## config.mk

```make
export PLATFORM = sky130hd
export DESIGN_NAME = rmsn_front
export DESIGN_NICKNAME = d
export VERILOG_FILES = /design/src/sv/rms_normalizer_macros.svh /design/src/sv/rmsn_pkg.sv /design/src/sv/rmsn_front.sv
export SDC_FILE = /design/constraint.sdc
export NUM_CORES = 1
export LEC_CHECK = 0
export BUFFER_PORTS_ARGS = -buffer_cell sky130_fd_sc_hd__buf_2
export CAP_MARGIN = 20
export CORE_MARGIN = 3
export CORE_UTILIZATION = 55
export CTS_CLUSTER_SIZE = 10
export DETAILED_ROUTE_END_ITERATION = 10
export PLACE_DENSITY = 0.8
export SKIP_CTS_REPAIR_TIMING = 1
export SKIP_LAST_GASP = 1
export SLEW_MARGIN = 20
export SYNTH_ARGS = -nofsm -noshare
export SYNTH_HDL_FRONTEND = slang
export SYNTH_SLANG_ARGS = --single-unit
```

## constraint.sdc

```tcl
create_clock -name i_clk -period 24.3 [get_ports i_clk]
set_clock_uncertainty 0.05 [all_clocks]
set_input_delay 7.29 -clock i_clk [delete_from_list [all_inputs] [get_ports i_clk]]
set_output_delay 7.29 -clock i_clk [all_outputs]
set_load 0.005 [all_outputs]
```

## src/sv/rms_normalizer_macros.svh

```systemverilog
// Assertion macros used by the back part of the block.
`ifndef RMS_NORMALIZER_MACROS_SVH
`define RMS_NORMALIZER_MACROS_SVH
// Checks that a condition implies a consequence in the same cycle.
`define RMSN_ASSERT_IMPL(label, clk, rst_n, cond, cons, msg) \
    label: assert property (@(posedge clk) disable iff (!rst_n) (cond) |-> (cons)) \
        else $error(msg);
// Checks that a condition implies a consequence in the next cycle.
`define RMSN_ASSERT_NEXT(label, clk, rst_n, cond, cons, msg) \
    label: assert property (@(posedge clk) disable iff (!rst_n) (cond) |=> (cons)) \
        else $error(msg);
`endif

```

## src/sv/rmsn_pkg.sv

```systemverilog
`timescale 1ns / 1ps
package rmsn_pkg;
    localparam int MaxLength = 8192;
    localparam int SampleBits = 16;
    localparam int CountBits = 14;
    localparam int EpsBits = 24;
    localparam int SumBits = 48;
    localparam int InvBits = 32;
    localparam int CfgIdxBits = 1;

    localparam logic [CfgIdxBits-1:0] RegElementCount = 1'b0;
    localparam logic [CfgIdxBits-1:0] RegEpsilon = 1'b1;

    localparam logic OpAccumulate = 1'b0;
    localparam logic OpScale = 1'b1;
    localparam logic KindInvRms = 1'b0;
    localparam logic KindSample = 1'b1;

    // Job handed from the front part to the back part.
    typedef struct packed {
        logic                  finish;  // 1: compute inverse rms of sum
        logic [SumBits-1:0]    sum;
        logic [CountBits-1:0]  count;
        logic signed [SampleBits-1:0] sample;
    } t_job;

    localparam int JobBits = $bits(t_job);
    localparam int QueueDepth = 4;
    localparam int QueueAw = $clog2(QueueDepth);
endpackage

```

## src/sv/rmsn_front.sv

```systemverilog
`timescale 1ns / 1ps
module rmsn_front import rmsn_pkg::*; (
    input  logic                         i_clk,
    input  logic                         i_rst_n,
    input  logic                         i_cfg_we,
    input  logic [CfgIdxBits-1:0]        i_cfg_index,
    input  logic [EpsBits-1:0]           i_cfg_data,
    input  logic                         i_push,
    output logic                         o_full,
    input  logic                         i_operation,
    input  logic signed [SampleBits-1:0] i_sample,
    output logic                         o_job_valid,
    output t_job                         o_job,
    input  logic                         i_job_ready,
    output logic [EpsBits-1:0]           o_epsilon
);
    logic [CountBits-1:0] r_count_cfg;
    logic [EpsBits-1:0]   r_eps;
    logic [SumBits-1:0]   r_sum;
    logic [CountBits-1:0] r_taken;
    logic [CountBits-1:0] w_count;
    logic [SampleBits-1:0] w_mag;
    logic [2*SampleBits-1:0] w_sq;
    logic [SumBits:0]     w_sum_ext;
    logic [SumBits-1:0]   w_sum;
    logic [CountBits-1:0] w_taken;
    logic                 w_done;
    logic                 w_acc;

    assign o_full = !i_job_ready;
    assign w_acc = i_push && !o_full;
    assign o_epsilon = r_eps;

    always_comb begin
        w_count = r_count_cfg;
        if (w_count == '0) w_count = CountBits'(1);
        if (w_count > CountBits'(MaxLength)) w_count = CountBits'(MaxLength);
        w_mag = i_sample[SampleBits-1] ? SampleBits'(-i_sample) : SampleBits'(i_sample);
        w_sq = w_mag * w_mag;
        w_sum_ext = {1'b0, r_sum} + (SumBits+1)'(w_sq);
        w_sum = w_sum_ext[SumBits] ? {SumBits{1'b1}} : w_sum_ext[SumBits-1:0];
        w_taken = r_taken + CountBits'(1);
        w_done = (w_taken >= w_count);
    end

    always_comb begin
        o_job_valid = w_acc && ((i_operation == OpScale) || w_done);
        o_job.finish = (i_operation == OpAccumulate);
        o_job.sum = w_sum;
        o_job.count = w_count;
        o_job.sample = i_sample;
    end

    always_ff @(posedge i_clk) begin
        if (!i_rst_n) begin
            r_count_cfg <= CountBits'(1);
            r_eps <= EpsBits'(1);
            r_sum <= '0;
            r_taken <= '0;
        end else begin
            if (i_cfg_we && i_cfg_index == RegElementCount) r_count_cfg <= i_cfg_data[CountBits-1:0];
            if (i_cfg_we && i_cfg_index == RegEpsilon) r_eps <= i_cfg_data;
            if (w_acc && i_operation == OpAccumulate) begin
                r_sum <= w_done ? '0 : w_sum;
                r_taken <= w_done ? '0 : w_taken;
            end
        end
    end
endmodule

```

==> flow_summary.json <==
{
  "multi_input_area_sq_um": 10200,
  "timing.max_cap.violations": 0,
  "slew-limit-headroom_pct": 29.9,
  "slew_viol_final": 0,
  "postRouteAntennaNets": 0,
  "hold_viol_final": 0,
  "worstSetupPathType": "input pin to primary output",
  "ioPinCount": 152,
  "ys_seq_area_share_pct": 14.3,
  "die_area_sq_um": 27400,
  "antenna_found_initial": 0,
  "grt-ovfl-total": 0,
  "route.detailed.vias_per_inst": 5.58,
  "min_period_ns": 23.11,
  "path_clk_slew_ns": 0.09,
  "dp_hpwl_um": 29800,
  "rows": 57,
  "regArea_sq_um": 2000,
  "setup.worst_path.start_class": "input pin",
  "grt_pass1_vias": 12157,
  "outcome": "finished, final reports clean",
  "insertion_delay_ns": 0.37,
  "cts_max_level": 3,
  "synth_edf_count": 0,
  "n_antenna_cell": 0,
  "grt_pass1_wl_um": 61200,
  "hp-class": "register to register",
  "syn2layout_area_growth_pct": 8.35,
  "synthCells": 1708,
  "ys_async_sr_fraction_pct": 0,
  "slowest_stage": "or4b_2",
  "clockBufferDepth": 2,
  "reg2reg_slack_ns": 18.73,
  "remaining_drc_errors": 0,
  "final_common_cell": "inv_1",
  "mostFrequentLayoutCells": "inv_1, nand2_1, fa_1, buf_2, ha_1",
  "drt-total-wl_um": 36700,
  "grt.total_usage_pct": 27.1,
  "synthFlopType": "dfxtp_1",
  "final_nets": 2172,
  "final_layout_size_suffix_gt1_share_pct": 11.6,
  "syn_area_per_cell_sq_um": 8.21,
  "grt_max_degree": 59,
  "vias": 11929,
  "io_buffers": 151,
  "use_met3_pct": 5.43,
  "start_util_pct": 56.8,
  "yosysWarnings": 0,
  "cts_made_buffers": 9,
  "met1_usage_pct": 35.7,
  "core_sq_um": 24700,
  "drt-initial-drc-count": 869,
  "setup_tns_ns": 0,
  "root_buffer": "clkbuf_16",
  "cp.required_ns": 16.96,
  "syn_area_sq_um": 14000,
  "setup_viol": 0,
  "cp-end-kind": "primary output",
  "synth_cell_types": 81,
  "die_height_um": 166,
  "path_common_cell": "fa_1",
  "cts_num_sinks": 100,
  "top_usage_layer": "met2",
  "gp_congestion": 0.956,
  "timing.final.crit_share_pct": 95.1,
  "rsz0062_at_grt": "false",
  "cp_slowest_stage_delay_ns": 0.82,
  "synth-seq-cells": 100,
  "fillCellCount": 2156,
  "met2_usage_pct": 44.3,
  "die_w_um": 166,
  "tightest_slew_ns": 1.05,
  "critPathMaxFanout": 22,
  "arrival_ns": 15.77,
  "max_freq_mhz": 43.3,
  "cts_tree": "built",
  "drt_pass1_iterations": 5,
  "wire_per_inst_um": 17.2
}
-- per-layer routing --
metal | vias to the layer above | wire (um)
li1 | 5590 | -
met2 | 499 | 17200
met3 | 98 | 3120
met1 | 5742 | 14900
met4 | 0 | 1440
met5 | - | 0
-- layout make-up --
cell class	count	area share, %
clock buffer	9	1.48
tap	324	2.67
clock inverter	7	0.585
timing repair buffer	162	5.52
multi-input combinational	1162	67.3
inverter	374	9.24
sequential	100	13.2
-- per-stage QoR --
| step | util [%] | setup slack (ns) | hold slack (ns) | area (sq um) | std cells |
|---|---|---|---|---|---|
| 6_report | 61.6 | 1.19 | 0.423 | 15200 | 2138 |
| 5_1_grt | 61.6 | 0.683 | 0.451 | 15200 | 2138 |
| 4_1_cts | 61.6 | 1.30 | 0.422 | 15200 | 2138 |
| 3_5_place_dp | 60.3 | 1.34 | 0.408 | 14900 | 2122 |
| 3_3_place_gp | 60.3 | 1.49 | 0.401 | 14900 | 2122 |
| 2_1_floorplan | - | 2.40 | 0.397 | 14100 | 1716 |
-- cell usage after synthesis (5+ instances only) --
library cell | instances | area share [%]
nand3b_1 | 8 | 0.43
nand4_1 | 12 | 0.54
a211oi_1 | 6 | 0.32
nor2b_1 | 10 | 0.45
xnor2_1 | 34 | 2.1
a21o_1 | 15 | 0.80
and2_1 | 9 | 0.40
clkinv_1 | 7 | 0.19
nand3_1 | 26 | 0.93
buf_4 | 18 | 0.96
or2_2 | 8 | 0.36
nand2b_1 | 9 | 0.40
dfxtp_1 | 100 | 14
o31ai_1 | 5 | 0.27
o21ai_0 | 54 | 1.9
a21boi_0 | 47 | 2.5
inv_1 | 364 | 9.7
a31oi_1 | 10 | 0.45
xor2_1 | 26 | 1.6
ha_1 | 122 | 11
and3_1 | 11 | 0.49
o21a_1 | 8 | 0.43
o21ai_1 | 6 | 0.21
fa_1 | 194 | 28
nand2_1 | 240 | 6.4
nor2_1 | 99 | 2.7
a22o_1 | 33 | 2.1
clkbuf_1 | 43 | 1.2
buf_2 | 12 | 0.43
o211ai_1 | 13 | 0.70
a21oi_1 | 41 | 1.5
nor4_1 | 8 | 0.36
nor3_1 | 21 | 0.75
-- final timing paths --
path | start | to | cells after the start
worst max-delay path | i_sample[0] | o_job[69] | 27
worst min-delay path | o_epsilon[7] | o_epsilon[7] | 2
worst max register to register | r_sum[14] | r_sum[45] | 17
worst min register to register | o_epsilon[7] | o_epsilon[7] | 2
-- registers in the layout (all words and copies together), names as in the netlist --
name,count
r_taken,14
o_epsilon,24
r_sum,48
r_count_cfg,14
-- critical path, delay by kind of cell --
family	cells	cell delay, ns
AO/OA/AOI/OAI	6	1.80
buffers and inverters	8	1.18
AND/OR/NAND/NOR	6	1.92
adder cells (fa/ha/maj)	7	3.54
-- kinds of logic after synthesis --
logic type,share of synthesized area (%)
compound gates,14.4
xor+xnor,3.75
fa+ha+maj,38.6
buf+inv,13.1
flops,14.3
mux,0.321
other cells,0.0536
simple gates,15.5
Power is left out: the tool's default activity adds up to more than one toggle a clock period on the data nets, which glitch-free logic cannot reach.
