File: src/sv/rms_normalizer_macros.svh
// Assertion macros used by the back part of the block.
`ifndef RMS_NORMALIZER_MACROS_SVH
`define RMS_NORMALIZER_MACROS_SVH
// Checks that a condition implies a consequence in the same cycle.
`define RMSN_ASSERT_IMPL(label, clk, rst_n, cond, cons, msg) \
    label: assert property (@(posedge clk) disable iff (!rst_n) (cond) |-> (cons)) \
        else $error(msg);
// Checks that a condition implies a consequence in the next cycle.
`define RMSN_ASSERT_NEXT(label, clk, rst_n, cond, cons, msg) \
    label: assert property (@(posedge clk) disable iff (!rst_n) (cond) |=> (cons)) \
        else $error(msg);
`endif

File: src/sv/rmsn_pkg.sv
`timescale 1ns / 1ps
package rmsn_pkg;
    localparam int MaxLength = 8192;
    localparam int SampleBits = 16;
    localparam int CountBits = 14;
    localparam int EpsBits = 24;
    localparam int SumBits = 48;
    localparam int InvBits = 32;
    localparam int CfgIdxBits = 1;

    localparam logic [CfgIdxBits-1:0] RegElementCount = 1'b0;
    localparam logic [CfgIdxBits-1:0] RegEpsilon = 1'b1;

    localparam logic OpAccumulate = 1'b0;
    localparam logic OpScale = 1'b1;
    localparam logic KindInvRms = 1'b0;
    localparam logic KindSample = 1'b1;

    // Job handed from the front part to the back part.
    typedef struct packed {
        logic                  finish;  // 1: compute inverse rms of sum
        logic [SumBits-1:0]    sum;
        logic [CountBits-1:0]  count;
        logic signed [SampleBits-1:0] sample;
    } t_job;

    localparam int JobBits = $bits(t_job);
    localparam int QueueDepth = 4;
    localparam int QueueAw = $clog2(QueueDepth);
endpackage

File: src/sv/rmsn_back.sv
`timescale 1ns / 1ps
module rmsn_back import rmsn_pkg::*; (
    input  logic                         i_clk,
    input  logic                         i_rst_n,
    input  logic                         i_job_valid,
    input  t_job                         i_job,
    output logic                         o_job_take,
    input  logic [EpsBits-1:0]           i_epsilon,
    output logic                         o_empty,
    input  logic                         i_pop,
    output logic                         o_result_kind,
    output logic [InvBits-1:0]           o_inv_rms_value,
    output logic signed [SampleBits-1:0] o_normalized_sample
);
    `include "rms_normalizer_macros.svh"
    localparam logic [2:0] StIdle = 3'd0, StDiv = 3'd1, StQ = 3'd2, StRoot = 3'd3,
                           StScale = 3'd4, StOut = 3'd5, StMean = 3'd6;
    localparam int NumBits = 57;
    logic [2:0]  r_st;
    logic [5:0]  r_step;
    logic [SumBits-1:0] r_quo;
    logic [SumBits-1:0] r_rem;
    logic [CountBits-1:0] r_div;
    logic [NumBits-1:0] r_num;
    logic [NumBits-1:0] r_m;
    logic [NumBits-1:0] r_q;
    logic [NumBits:0]   r_qrem;
    logic [InvBits-1:0] r_r;
    logic [InvBits-1:0] r_held;
    logic signed [SampleBits-1:0] r_smp;
    logic [SampleBits+InvBits-1:0] r_prod;
    logic        r_kind;
    logic [InvBits-1:0] r_out_inv;
    logic signed [SampleBits-1:0] r_out_smp;
    logic [SumBits:0] w_rem_sh;
    logic [NumBits:0] w_qrem_sh;
    logic [InvBits-1:0] w_c;
    logic [2*InvBits-1:0] w_cc;
    logic [SampleBits-1:0] w_mag;
    logic [SampleBits+InvBits-1:0] w_adj;
    logic [SampleBits+InvBits-1:0] w_sh;
    logic signed [SampleBits:0] w_res;

    assign o_job_take = (r_st == StIdle) && i_job_valid;
    assign o_empty = (r_st != StOut);
    assign o_result_kind = r_kind;
    assign o_inv_rms_value = r_out_inv;
    assign o_normalized_sample = r_out_smp;

    always_comb begin
        w_rem_sh = {r_rem, r_quo[SumBits-1]};
        w_qrem_sh = {r_qrem[NumBits-1:0], r_num[NumBits-1]};
        w_c = r_r | (InvBits'(1) << r_step[4:0]);
        w_cc = w_c * w_c;
        w_mag = r_smp[SampleBits-1] ? SampleBits'(-r_smp) : SampleBits'(r_smp);
        w_adj = r_prod + (SampleBits+InvBits)'(16'hFFFF);
        w_sh = r_smp[SampleBits-1] ? (w_adj >> 16) : (r_prod >> 16);
        if (r_smp[SampleBits-1])
            w_res = (w_sh > (SampleBits+InvBits)'(32768)) ? -(SampleBits+1)'(32768)
                    : -(SampleBits+1)'(w_sh);
        else
            w_res = (w_sh > (SampleBits+InvBits)'(32767)) ? (SampleBits+1)'(32767)
                    : (SampleBits+1)'(w_sh);
    end

    always_ff @(posedge i_clk) begin
        if (!i_rst_n) begin
            r_st <= StIdle;
            r_held <= '0;
            r_step <= '0;
        end else begin
            unique case (r_st)
                StIdle: if (i_job_valid) begin
                    r_smp <= i_job.sample;
                    r_quo <= i_job.sum; r_rem <= '0; r_div <= i_job.count;
                    r_step <= 6'd47;
                    r_st <= i_job.finish ? StDiv : StScale;
                end
                StDiv: begin
                    // Restoring division of the sum by the count, one bit a cycle.
                    if (w_rem_sh >= (SumBits+1)'(r_div)) begin
                        r_rem <= SumBits'(w_rem_sh - (SumBits+1)'(r_div));
                        r_quo <= {r_quo[SumBits-2:0], 1'b1};
                    end else begin
                        r_rem <= SumBits'(w_rem_sh);
                        r_quo <= {r_quo[SumBits-2:0], 1'b0};
                    end
                    if (r_step == 6'd0) r_st <= StMean;
                    else r_step <= r_step - 6'd1;
                end
                StMean: begin
                    // Mean plus epsilon; a zero here saturates the inverse rms.
                    r_m <= NumBits'(r_quo) + NumBits'(i_epsilon);
                    r_num <= NumBits'(1) << 56; r_qrem <= '0; r_q <= '0;
                    r_step <= 6'd56;
                    r_st <= StQ;
                end
                StQ: begin
                    if (r_m == '0) begin
                        r_st <= StOut; r_kind <= KindInvRms;
                        r_held <= '1; r_out_inv <= '1; r_out_smp <= '0;
                    end else begin
                        // 2^56 / m, one quotient bit a cycle.
                        if (w_qrem_sh >= {1'b0, r_m}) begin
                            r_qrem <= w_qrem_sh - {1'b0, r_m};
                            r_q <= {r_q[NumBits-2:0], 1'b1};
                        end else begin
                            r_qrem <= w_qrem_sh;
                            r_q <= {r_q[NumBits-2:0], 1'b0};
                        end
                        r_num <= {r_num[NumBits-2:0], 1'b0};
                        if (r_step == 6'd0) begin
                            r_st <= StRoot; r_step <= 6'd28; r_r <= '0;
                        end else r_step <= r_step - 6'd1;
                    end
                end
                StRoot: begin
                    if (NumBits'(w_cc) <= r_q && w_cc[63:NumBits] == '0) r_r <= w_c;
                    if (r_step == 6'd0) r_st <= StScale;
                    else r_step <= r_step - 6'd1;
                    if (r_step == 6'd0) r_step <= 6'd63;
                end
                StScale: begin
                    if (r_step == 6'd63) begin
                        r_held <= r_r; r_out_inv <= r_r; r_kind <= KindInvRms;
                        r_out_smp <= '0; r_st <= StOut;
                    end else if (r_step == 6'd47) begin
                        r_prod <= w_mag * r_held; r_step <= 6'd46;
                    end else begin
                        r_out_smp <= w_res[SampleBits-1:0]; r_out_inv <= '0;
                        r_kind <= KindSample; r_st <= StOut;
                    end
                end
                StOut: if (i_pop) r_st <= StIdle;
                default: r_st <= StIdle;
            endcase
        end
    end

    `RMSN_ASSERT_IMPL(a_take_idle, i_clk, i_rst_n, o_job_take, r_st == StIdle, "take outside idle")
    `RMSN_ASSERT_NEXT(a_pop_idle, i_clk, i_rst_n, !o_empty && i_pop, o_empty, "pop did not free result")
    `RMSN_ASSERT_IMPL(a_kind_inv, i_clk, i_rst_n, !o_empty && o_result_kind == KindInvRms,
        o_normalized_sample == '0, "inverse rms result carries sample")
endmodule

File: config.mk
export PLATFORM = sky130hd
export DESIGN_NAME = rmsn_back
export DESIGN_NICKNAME = d
export VERILOG_FILES = /design/src/sv/rmsn_pkg.sv /design/src/sv/rmsn_back.sv
export VERILOG_INCLUDE_DIRS = /design/src /design/src/sv
export SDC_FILE = /design/constraint.sdc
export NUM_CORES = 2
export LEC_CHECK = 0
export BUFFER_PORTS_ARGS = -buffer_cell sky130_fd_sc_hd__buf_2
export CORE_MARGIN = 1.5
export CORE_UTILIZATION = 41
export DETAILED_ROUTE_END_ITERATION = 7
export PLACE_DENSITY = 0.65
export SYNTH_ARGS = -nofsm -noshare
export SYNTH_HDL_FRONTEND = slang
export SYNTH_SLANG_ARGS = --single-unit
File: constraint.sdc
create_clock -name i_clk -period 14 [get_ports i_clk]
set_input_delay 0.7 -clock i_clk [delete_from_list [all_inputs] [get_ports i_clk]]
set_output_delay 0.7 -clock i_clk [all_outputs]
set_load 0.02 [all_outputs]
==> flow_summary.json <==
{
  "overflow": 0,
  "critPathRequiredTime_ns": 14.27,
  "die_area_um2": 174000,
  "yosys_warnings": 0,
  "power_density_nw_per_um2": 245,
  "antenna_found_initial": 11,
  "ctsResizeCount": 0,
  "netlist_top_cells_count": "1624 x inv_1, 1234 x fa_1, 943 x nand2_1",
  "num-nets-final": 9496,
  "dp_hpwl_um": 157000,
  "core_area_um2": 171000,
  "cts_root_buffer": "clkbuf_16",
  "synth_area_leaders": "fa_1 35%, edfxtp_1 18%, ha_1 9.6%",
  "drive_gt1_frac": 0.0556,
  "finClkSkew_ns": 0.0786,
  "drc": 0,
  "cts_tree": "done",
  "critPathLaunchType": "flip-flop",
  "place_ws_ns": 1.38,
  "first_global_vias": 56100,
  "netlist_instances": 7597,
  "synthArstFlopShare": 0,
  "num_io_pins": 158,
  "tightestPinTransition_ns": 1.29,
  "power.leakage_nw": 36.6,
  "die_w_um": 418,
  "crit_type": "flip-flop to flip-flop",
  "track_usage": 0.233,
  "io_buffers": 157,
  "crit_path_end_kind": "flip-flop",
  "clkSlewWorstSetupHoldPaths_ns": 0.06,
  "htree_levels": 2,
  "die_h_um": 418,
  "yosysMostFrequentCell": "inv_1",
  "synthDistinctLibCells": 80,
  "grt_max_degree": 78,
  "yosysTopAreaCellShare": 0.350,
  "clk_latency_ns": 0.71,
  "finalMaxSlewViolations": 0,
  "critical_path_arrival_ns": 13.06,
  "grt_first_pass_wirelength_um": 316000,
  "synth_area_leader_cell": "fa_1",
  "synth_nets": 9479,
  "cp_slowest_cell": "nor3_1",
  "drt-total-wl_um": 200000,
  "cp_top_family": "adder cells",
  "synth_edf_count": 419,
  "clock_sinks": 460,
  "seq_area_frac_synth": 0.190,
  "cts_max_path_buffers": 3,
  "ir_drop_uv": 383,
  "syn_avg_cell_area_um2": 9.28,
  "fin_crit_sh": 0.913,
  "fmax_ghz": 0.0782,
  "cp.buffers_inverters": 10,
  "slew_headroom": 0.141,
  "wire_per_inst_um": 20.2,
  "ant_nets": 0,
  "gp_congestion": 0.967,
  "synth_flop_cell": "edfxtp_1",
  "viasPerCell": 5.33,
  "period_needed_ns": 12.78,
  "finalSetupViolCount": 0,
  "synth_area_um2": 70500,
  "hp-class": "primary input to flip-flop",
  "rsz0062_at_grt": "no",
  "timing.final.ws_setup_ns": 1.22,
  "status": "complete, no violations",
  "cts_hold_buf": 0,
  "area_growth_syn_to_layout_pct": 7.63,
  "ys_ff_latch": 460,
  "initial_core_util": 0.412,
  "rows": 152,
  "worstPathMaxFanout": 32,
  "power_mw": 18.6,
  "cap_violations": 0,
  "vias": 52700,
  "cpPeakStageDelay_ns": 0.65,
  "hold_viol": 0,
  "setup_tns_ns": 0,
  "drt_iter0_drc": 3862,
  "cts_made_buffers": 57,
  "firstDrtPassIters": 5,
  "cts_setup_buffers": 0
}
## cell type report
cell class                      instances  area (um2)
Inverter                             1634        6130
Antenna cell                            6        15.0
Multi-Input combinational cell       5198       50100
Clock inverter                         40         409
Sequential cell                       460       13400
Clock buffer                           67        1460
Timing Repair Buffer                  263        1580
Fill cell                           16500       95300
Tap cell                             2233        2790
## state kept, by name (all words and copies together) (netlist names)
register,cells
r_q,57
r_qrem,57
r_m,49
r_prod,48
r_quo,48
r_rem,48
o_inv_rms_value,32
r_held,32
r_r,32
o_normalized_sample,16
r_smp,16
r_div,14
r_step,6
r_st,3
o_result_kind,1
r_num,1
## power by group
group | total, mW | internal, mW | switching, mW
Combinational | 14.6 | 5.75 | 8.85
Clock | 1.48 | 0.834 | 0.646
Sequential | 2.55 | 2.15 | 0.399
## worst reg2reg max path: cells and delay by family (launching register included)
family                   cells  cell delay [ns]
adder cells (fa/ha/maj)     10             4.73
AO/OA/AOI/OAI               12             2.94
AND/OR/NAND/NOR             11             2.54
buffers and inverters       10             1.66
flip-flops                   1             0.35
XOR/XNOR                     1             0.16
## placed cells by master (no fill, tap or decap), drive strengths merged, types with 19 or more instances in the layout
cell type,instances
inv,1631
fa,1234
nand2,943
nor2,676
ha,541
edfxtp,419
buf,263
a21oi,241
xnor2,167
o21ai,153
nor2b,131
a21o,118
xor2,105
and2,102
nand3,75
a211oi,71
nor3,68
clkbuf,67
nand4,62
mux2i,49
nand2b,47
dfxtp,41
nor4,41
a31oi,38
clkinv,38
or3,37
o21a,35
o21bai,31
and3,29
o211ai,19
## cells by family (layout without fill, tap and decap cells)
| logic type | count (synthesis) | in the layout | share of synthesized area |
|---|---|---|---|
| AO/OA/AOI/OAI | 839 | 839 | 0.0771 |
| XOR/XNOR | 272 | 272 | 0.0338 |
| adder cells (fa/ha/maj) | 1775 | 1775 | 0.446 |
| buffers and inverters | 1939 | 2004 | 0.103 |
| flip-flops | 460 | 460 | 0.190 |
| multiplexers | 50 | 50 | 0.00712 |
| other | 0 | 6 | 0 |
| AND/OR/NAND/NOR | 2262 | 2262 | 0.142 |
## worst paths after layout
check	startpoint	end	slack, ns	depth (start not counted)
max	r_step[4]	r_r[2]	1.22	44
max reg2reg	r_step[4]	r_r[2]	1.22	44
min	i_job[23]	r_div[7]	0.16	1
min reg2reg	r_quo[8]	r_quo[9]	0.54	2
## metal layers
| metal | vias up | part of all wire | GRT usage |
|---|---|---|---|
| met5 | - | 0.00023 | 0 |
| met4 | 8 | 0.055 | 0.112 |
| met3 | 548 | 0.072 | 0.0380 |
| met2 | 1940 | 0.48 | 0.393 |
| met1 | 26500 | 0.39 | 0.291 |
| li1 | 23800 | - | - |
## metrics by stage
step | utilization | instances | hold WS [ns] | area, um2
after floorplan | - | 7597 | 0.514 | 70500
after global placement | 0.432 | 9788 | 0.522 | 74000
after detailed placement | 0.432 | 9788 | 0.532 | 74000
after CTS | 0.443 | 9895 | 0.115 | 75900
after global routing | 0.443 | 9900 | 0.131 | 75900
final | 0.443 | 9901 | 0.164 | 75900
Power figures use the tool's default switching activity.
