`config.mk`:
```
export PLATFORM = sky130hd
export DESIGN_NAME = rmsn_queue
export DESIGN_NICKNAME = d
export VERILOG_FILES = /design/src/sv/rms_normalizer_macros.svh /design/src/sv/rmsn_pkg.sv /design/src/sv/rmsn_ram.sv /design/src/sv/rmsn_queue.sv
export SDC_FILE = /design/constraint.sdc
export NUM_CORES = 1
export LEC_CHECK = 0
export ABC_AREA = 1
export BUFFER_PORTS_ARGS = -buffer_cell sky130_fd_sc_hd__buf_2
export CAP_MARGIN = 20
export CORE_MARGIN = 2
export CORE_UTILIZATION = 55
export CTS_CLUSTER_DIAMETER = 60
export DETAILED_ROUTE_END_ITERATION = 12
export PLACE_DENSITY = 0.75
export SYNTH_ARGS = -nofsm -noshare
export SYNTH_HDL_FRONTEND = slang
export SYNTH_SLANG_ARGS = --single-unit
```
`constraint.sdc`:
```
create_clock -name i_clk -period 13.2 [get_ports i_clk]
set_clock_uncertainty 0.2 [all_clocks]
set_input_delay 0.66 -clock i_clk [delete_from_list [all_inputs] [get_ports i_clk]]
set_output_delay 0.66 -clock i_clk [all_outputs]
set_load 0.005 [all_outputs]
```
`src/sv/rms_normalizer_macros.svh`:
```
// Assertion macros used by the back part of the block.
`ifndef RMS_NORMALIZER_MACROS_SVH
`define RMS_NORMALIZER_MACROS_SVH
// Checks that a condition implies a consequence in the same cycle.
`define RMSN_ASSERT_IMPL(label, clk, rst_n, cond, cons, msg) \
    label: assert property (@(posedge clk) disable iff (!rst_n) (cond) |-> (cons)) \
        else $error(msg);
// Checks that a condition implies a consequence in the next cycle.
`define RMSN_ASSERT_NEXT(label, clk, rst_n, cond, cons, msg) \
    label: assert property (@(posedge clk) disable iff (!rst_n) (cond) |=> (cons)) \
        else $error(msg);
`endif

```
`src/sv/rmsn_pkg.sv`:
```
`timescale 1ns / 1ps
package rmsn_pkg;
    localparam int MaxLength = 8192;
    localparam int SampleBits = 16;
    localparam int CountBits = 14;
    localparam int EpsBits = 24;
    localparam int SumBits = 48;
    localparam int InvBits = 32;
    localparam int CfgIdxBits = 1;

    localparam logic [CfgIdxBits-1:0] RegElementCount = 1'b0;
    localparam logic [CfgIdxBits-1:0] RegEpsilon = 1'b1;

    localparam logic OpAccumulate = 1'b0;
    localparam logic OpScale = 1'b1;
    localparam logic KindInvRms = 1'b0;
    localparam logic KindSample = 1'b1;

    // Job handed from the front part to the back part.
    typedef struct packed {
        logic                  finish;  // 1: compute inverse rms of sum
        logic [SumBits-1:0]    sum;
        logic [CountBits-1:0]  count;
        logic signed [SampleBits-1:0] sample;
    } t_job;

    localparam int JobBits = $bits(t_job);
    localparam int QueueDepth = 4;
    localparam int QueueAw = $clog2(QueueDepth);
endpackage

```
`src/sv/rmsn_ram.sv`:
```
`timescale 1ns / 1ps
module rmsn_ram #(
    parameter int Width = 8,
    parameter int Depth = 4
) (
    input  logic                     i_clk,
    input  logic                     i_we,
    input  logic [$clog2(Depth)-1:0] i_waddr,
    input  logic [Width-1:0]         i_wdata,
    input  logic [$clog2(Depth)-1:0] i_raddr,
    output logic [Width-1:0]         o_rdata
);
    logic [Width-1:0] r_mem [Depth];
    always_ff @(posedge i_clk) begin
        if (i_we) begin
            r_mem[i_waddr] <= i_wdata;
        end
        o_rdata <= r_mem[i_raddr];
    end
endmodule

```
`src/sv/rmsn_queue.sv`:
```
`timescale 1ns / 1ps
module rmsn_queue import rmsn_pkg::*; (
    input  logic   i_clk,
    input  logic   i_rst_n,
    input  logic   i_wr,
    input  t_job   i_wdata,
    output logic   o_ready,
    output logic   o_valid,
    output t_job   o_rdata,
    input  logic   i_rd
);
    // Queue with registered RAM read and a one-entry output register.
    logic [QueueAw-1:0] r_wp, r_rp;
    logic [QueueAw:0]   r_cnt;
    logic               r_out_v, r_fetch;
    logic [JobBits-1:0] w_rdata;
    t_job               r_out;
    logic               w_fetch;

    assign o_ready = (r_cnt != (QueueAw+1)'(QueueDepth));
    assign o_valid = r_out_v;
    assign o_rdata = r_out;
    // Fetch one entry when the output register is free or will be freed and no fetch is in flight.
    assign w_fetch = (r_cnt != '0) && !r_fetch && (!r_out_v || i_rd);

    rmsn_ram #(.Width(JobBits), .Depth(QueueDepth)) u_ram (
        .i_clk(i_clk), .i_we(i_wr && o_ready), .i_waddr(r_wp), .i_wdata(i_wdata),
        .i_raddr(r_rp), .o_rdata(w_rdata)
    );

    always_ff @(posedge i_clk) begin
        if (!i_rst_n) begin
            r_wp <= '0; r_rp <= '0; r_cnt <= '0; r_out_v <= 1'b0; r_fetch <= 1'b0;
        end else begin
            if (i_wr && o_ready) r_wp <= r_wp + QueueAw'(1);
            if (w_fetch) r_rp <= r_rp + QueueAw'(1);
            r_cnt <= r_cnt + (QueueAw+1)'(i_wr && o_ready) - (QueueAw+1)'(w_fetch);
            r_fetch <= w_fetch;
            if (r_fetch) r_out_v <= 1'b1;
            else if (i_rd) r_out_v <= 1'b0;
        end
    end
    always_ff @(posedge i_clk) begin
        if (r_fetch) r_out <= t_job'(w_rdata);
    end
endmodule

```
==> impl_results.md, run 1 <==
- Post-synth EDFFs: 395
- Die H: 175 microns
- Buf/Inv on CP: 2
- Min cycle time layout: 2.97 ns
- Logic pwr share: 18.4%
- GRT Max-Usage Layer: met2
- Final Hold Vio Count: 0
- Pint: 3.14 mW
- Crit-path slowest cell: buf_4
- Nets@finish: 1,248
- CORE AREA: 28,800 sq um
- Setup TNS: 0 ns
- Post-DR wirelength/cell: 18.8 microns
- M1 GR Usage: 25.5%
- Mapped cell area: 16,200 sq um
- Remaining Overflow, GRT: 0
- Via Count: 8,557
- Die area: 30,800 sq um
- # rows: 62
- Antenna violations before repair: 6
- Post-CTS setup buffers: 0
- Die X: 175 microns
- Sw Ratio: 27.8%
- Number of global-route vias before repair: 8,453
- Final WL: 29,900 microns
- Share of total power in the clock network: 31.9%
- Final cell count without fillers: 1,584
- Register area share after synthesis: 84.3%
- H-tree Lvls: 2
- Crit path DAT: 2.92 ns
- Synth warn: 0
- Final Max Tran Viols: 0
- Sequential share of power: 49.7%
- Num CTS Buffers: 47
- Pin count of the biggest net entering global routing: 160
- Syn Nets: 1,079
- Post-synth top area share: 73.4%
- P&R area growth vs syn: 17.1%
- Final setup vio count: 0
- End-of-flow core utilization: 65.8%
- Post-cts sizing count: 0
- Met2 Use GR: 31.8%
- CTS tree: done
- I/O Buffers: 163
- Top-count cell post-synth: edfxtp_1
- GRT Total Usage: 19.2%
- Clock latency on the worst-skew pair: 0.55 ns
- Critical Path Start Type: flip-flop
- Worst hold path type: in2reg
- F_max: 0.337 GHz
- Leak pwr: 6.68 nW
- Cell taking the most area after synthesis: edfxtp_1
- TritonRoute pass-1 iters: 7
- WP data required: 13.15 ns
- Hold buffer count at cts: 0
- Vias per inst: 5.40
- Initial drt markers: 833
- Critical path endpoint category: flip-flop
- Post-Syn Area per Cell: 16.3 sq um
- Post-synth cell types: 22
- Delay-heaviest family, CP: simple AND/OR/NAND/NOR gates
- Switch Pwr: 1.21 mW
- Initial Utilization: 56.1%
- Max-slew headroom: 33.9%
- Post-route ant nets: 0
- Synth Register Bits: 483
- WS Path Type: reg2reg
- RSZ-0062 raised after global routing: no
- Max rail drop VDD: 0.000134 V
- Clk sink count: 483
- Root buffer cell: clkbuf_16
- Critical path peak fanout: 62
- Post-synthesis async set-or-reset flop share: 0%
- HPWL after detailed placement: 15,900 microns
- GRT met3 Usage: 4.42%
- MaxCap Viol Count: 0
- Post-route DRC: 0
- Fillers: 1,958
- # IOs: 164
- Cell Chain, Critical Path: inv_1 > nand3_1 > nand2_1 > nor2_4 > buf_4
- PD cells: 230 nW/um^2
- Placed Cells: 1,491
- Fraction of layout cells with a size suffix above 1: 21.4%
- Final GP Congestion: 0.751
- Main synth FF type: edfxtp_1
- Synth top area cells: edfxtp_1 (73%), dfxtp_1 (11%), nor2_1 (3.9%)
- Worst slew pin tran: 0.992 ns
- Worst path max stage delay: 0.81 ns
- Status: finished clean
- Clk pin slew, worst setup/hold paths: 0.06 ns
- Maximum clock path buffer count: 3
- First-pass GRT wire length: 45,600 microns
- Cells after Synth: 989
- Most frequent cells after synthesis: edfxtp_1 (395), nor2_1 (169), o21ai_0 (124)
- Period utilization: 22.5%
## layer usage
metal | vias up | share of wire, %
met5 | - | 0.13
met4 | 6 | 2.1
met3 | 55 | 5.9
met2 | 249 | 50
met1 | 4221 | 42
li1 | 4026 | -
## final cells by class
cell class	instances	area (sq um)	share of cell area, %
clock inverters	20	283	1.49
clock buffers	68	1370	7.23
inverters	17	71.3	0.377
repair buffers	172	923	4.88
well taps	384	480	2.54
flip-flops and latches	483	13600	72.1
multi-input cells	437	2160	11.4
diodes	3	7.51	0.0397
## per-stage QoR
| step | instance area [sq um] | power [mW] | worst slack [ns] | hold slack, ns |
|---|---|---|---|---|
| after CTS | 18900 | 4.36 | 10.19 | 0.104 |
| final | 18900 | 4.34 | 10.23 | 0.128 |
| after detailed placement | 17200 | 2.98 | 10.07 | 0.189 |
| after global placement | 17200 | 2.95 | 10.09 | 0.186 |
| after floorplan | 16200 | 2.72 | 8.38 | 0.186 |
| after global routing | 18900 | 4.56 | 10.01 | 0.113 |
## logic make-up after synthesis
group           share of synthesized area, %
xor+xnor                              0.0542
simple gates                            4.41
flops                                   84.3
buf+inv                                 2.54
fa+ha+maj                              0.588
compound gates                          8.11
## path summary, 6_finish.rpt
check	startpoint	to	slack [ns]	cells past startpoint
hold reg to reg	u_ram.o_rdata[26]	o_rdata[26]	0.19	0
setup reg to reg	r_cnt[1]	u_ram.r_mem[0][23]	10.23	5
hold / removal	i_wdata[67]	u_ram.r_mem[2][67]	0.13	1
setup / recovery	r_cnt[1]	u_ram.r_mem[0][23]	10.23	5
## placed cells by master, fill, tap and decap left out, types with 12 or more instances in the layout
| cell type | instances |
|---|---|
| inv_1 | 15 |
| o21ai_0 | 124 |
| nor2_1 | 165 |
| clkbuf_16 | 49 |
| o22ai_1 | 79 |
| buf_2 | 163 |
| edfxtp_1 | 395 |
| o21ai_1 | 34 |
| nand2_1 | 12 |
| dfxtp_1 | 85 |
| clkbuf_1 | 12 |
## power groups by stage
stage | logic [mW] | registers (mW) | clock network [mW]
floorplan | 0.557 | 2.17 | 0
global placement | 0.767 | 2.18 | 0
detailed placement | 0.794 | 2.19 | 0
CTS | 0.796 | 2.16 | 1.40
global route | 0.906 | 2.19 | 1.47
finish | 0.801 | 2.16 | 1.38
## state kept, by name, summed over array words and instances, names as in the netlist
| register | count |
|---|---|
| r_cnt | 3 |
| r_wp | 2 |
| u_ram.o_rdata | 79 |
| r_fetch | 1 |
| o_rdata | 79 |
| u_ram.r_mem | 316 |
| o_valid | 1 |
| r_rp | 2 |
Power figures use the tool's default switching activity.
==> run 2, diff against run 1 <==
clock period = 3 ns   (was 13.2 ns; I/O delays follow)
==> impl_results.md, run 2 (synthesis gave the netlist of run 1 again) <==
- Pin count of the biggest net entering global routing: 162 (was 160)
- Post-DR wirelength/cell: 18.0 microns (was 18.8 microns)
- Antenna violations before repair: 0 (was 6)
- Die H: 175 microns (unchanged)
- TritonRoute pass-1 iters: 5 (was 7)
- Period utilization: 81.9% (was 22.5%)
- Number of global-route vias before repair: 9,040 (was 8,453)
- Vias per inst: 5.36 (was 5.40)
- Num CTS Buffers: 45 (was 47)
- Leak pwr: 7.05 nW (was 6.68 nW)
- Setup TNS: 0 ns (unchanged)
- WP data required: 3.23 ns (was 13.15 ns)
- Initial Utilization: 56.1% (unchanged)
- First-pass GRT wire length: 47,300 microns (was 45,600 microns)
- Max rail drop VDD: 0.000678 V (was 0.000134 V)
- Cell Area, Placed: 17,500 sq um (was 17,200 sq um)
- Maximum clock path buffer count: 3 (unchanged)
- Clk pin slew, worst setup/hold paths: 0.06 ns (about the same)
- Hold Crit Depth: 2 (was 1)
- Clk sink count: 483 (unchanged)
- MaxCap Viol Count: 0 (unchanged)
- Final WL: 30,100 microns (was 29,900 microns)
- PD cells: 940 nW/um^2 (was 230 nW/um^2)
- Critical path peak fanout: 7 (was 62)
- WS Path Type: reg2reg (unchanged)
- Die X: 175 microns (unchanged)
- Fraction of layout cells with a size suffix above 1: 20.4% (was 21.4%)
- Initial drt markers: 794 (was 833)
- Reg2reg path depth: 12 (was 5)
- Max-slew headroom: 45.3% (was 33.9%)
- Biggest regs: u_ram.r_mem: 316 flops, o_rdata: 79 flops, u_ram.o_rdata: 79 flops (unchanged)
- Worst hold path type: in2reg (unchanged)
- WHS Endpoint: u_ram.r_mem[2][4] (was u_ram.r_mem[2][67])
- Remaining Overflow, GRT: 0 (unchanged)
- Hold slack final: 0.176 ns (was 0.128 ns)
- Via Count: 8,961 (was 8,557)
- Critical Path Start Type: flip-flop (unchanged)
- Design area: 19,800 sq um (was 18,900 sq um)
- Max reg flops: 316 (unchanged)
- Status: finished clean (unchanged)
- Final GP Congestion: 0.778 (was 0.751)
- Die area: 30,800 sq um (unchanged)
- # IOs: 164 (unchanged)
- GRT Total Usage: 19.7% (was 19.2%)
- Post-route ant nets: 0 (unchanged)
- Final Hold Vio Count: 0 (unchanged)
- Clock latency on the worst-skew pair: 0.53 ns (was 0.55 ns)
- P&R area growth vs syn: 22.5% (was 17.1%)
- I/O Buffers: 163 (unchanged)
- CORE AREA: 28,800 sq um (unchanged)
- Total inserted antenna cells: 0 (was 3)
- Worst slew pin tran: 0.820 ns (was 0.992 ns)
- Fillers: 1,874 (was 1,958)
- F_max: 0.407 GHz (was 0.337 GHz)
- Worst R2R Setup Slack: 0.54 ns (was 10.23 ns)
- Final Max Tran Viols: 0 (unchanged)
- # rows: 62 (unchanged)
- Root buffer cell: clkbuf_16 (unchanged)
- Post-CTS setup buffers: 0 (unchanged)
- Final setup vio count: 0 (unchanged)
- Launch point of the worst reg-to-reg path: r_cnt[1] (unchanged)
- Most flops, register: u_ram.r_mem (unchanged)
- Min cycle time layout: 2.46 ns (was 2.97 ns)
- Hold Startpoint: i_wdata[4] (was i_wdata[67])
- Crit path DAT: 2.69 ns (was 2.92 ns)
- RSZ-0062 raised after global routing: no (unchanged)
- Critical path endpoint category: flip-flop (unchanged)
- Commonest non-fill, non-tap cell in the layout: edfxtp_1 (unchanged)
- CTS tree: done (unchanged)
- Most frequent cells in the layout: edfxtp_1 (395), nor2_1 (165), buf_2 (163) (unchanged)
- H-tree Lvls: 2 (unchanged)
- HPWL after detailed placement: 16,600 microns (was 15,900 microns)
- R2R Path End: r_cnt[2] (was u_ram.r_mem[0][23])
- Nets@finish: 1,346 (was 1,248)
- Post-route DRC: 0 (unchanged)
[run 2: critical path, stage by stage, from the launching register on]
cell and delay [ns]:
dfxtp_1 0.39, inv_1 0.08, nand3_1 0.13, nand2_1 0.31
ha_1 0.40, inv_1 0.06, ha_1 0.13, inv_1 0.05
fa_1 0.38, inv_1 0.08, nand2_1 0.05, nand2_1 0.06
nor2_1 0.03
[run 2: layout make-up]
cell class                 instances  area, sq um  share of cell area [%]
sequential                       483        13600                    68.9
tap                              384          480                    2.43
inverter                          17         71.3                   0.360
clock buffer                      72         1350                    6.80
clock inverter                     8         66.3                   0.335
timing repair buffer             272         2050                    10.3
multi-input combinational        437         2160                    10.9
[run 2: metal layers]
layer | global-route usage (%) | vias to the layer above | share of wire (%) | wire length [microns]
li1 | - | 4228 | - | -
met4 | 5.80 | 0 | 2.1 | 623
met3 | 3.87 | 50 | 5.7 | 1710
met1 | 25.5 | 4416 | 42 | 12500
met5 | 0 | - | 0 | 0
met2 | 34.0 | 267 | 51 | 15300
[run 2: metrics by stage]
| stage | utilization [%] | total power [mW] | worst slack [ns] | instances |
|---|---|---|---|---|
| floorplan | - | 11.9 | -0.475 | 989 |
| global placement | 60.9 | 13.1 | 0.601 | 1510 |
| detailed placement | 60.9 | 13.2 | 0.580 | 1510 |
| CTS | 68.7 | 18.7 | 0.569 | 1672 |
| global route | 68.8 | 19.5 | 0.406 | 1673 |
| finish | 68.8 | 18.6 | 0.542 | 1673 |
[run 2: worst max path at each step]
| stage | start | endpoint | slack [ns] |
|---|---|---|---|
| 2_1_floorplan | r_cnt[1] | u_ram.r_mem[0][0] | -0.47 |
| 3_3_place_gp | r_cnt[1] | r_cnt[2] | 0.60 |
| 3_5_place_dp | r_cnt[1] | r_cnt[2] | 0.58 |
| 4_1_cts | r_cnt[1] | r_cnt[2] | 0.57 |
| 5_1_grt | r_cnt[1] | r_cnt[2] | 0.41 |
| 6_report | r_cnt[1] | r_cnt[2] | 0.54 |
[run 2: report_power, final]
part / internal [mW] / leakage (nW) / switching (mW)
Sequential: 8.94 / 4.37 / 0.416
Clock: 3.15 / 0.694 / 2.22
Combinational: 1.33 / 1.99 / 2.56
[run 2: repair_timing]
| action | CTS | global route |
|---|---|---|
| hold endpoints to repair | 325 | 0 |
| gates resized for setup | 0 | 0 |
| hold buffers | 82 | 0 |
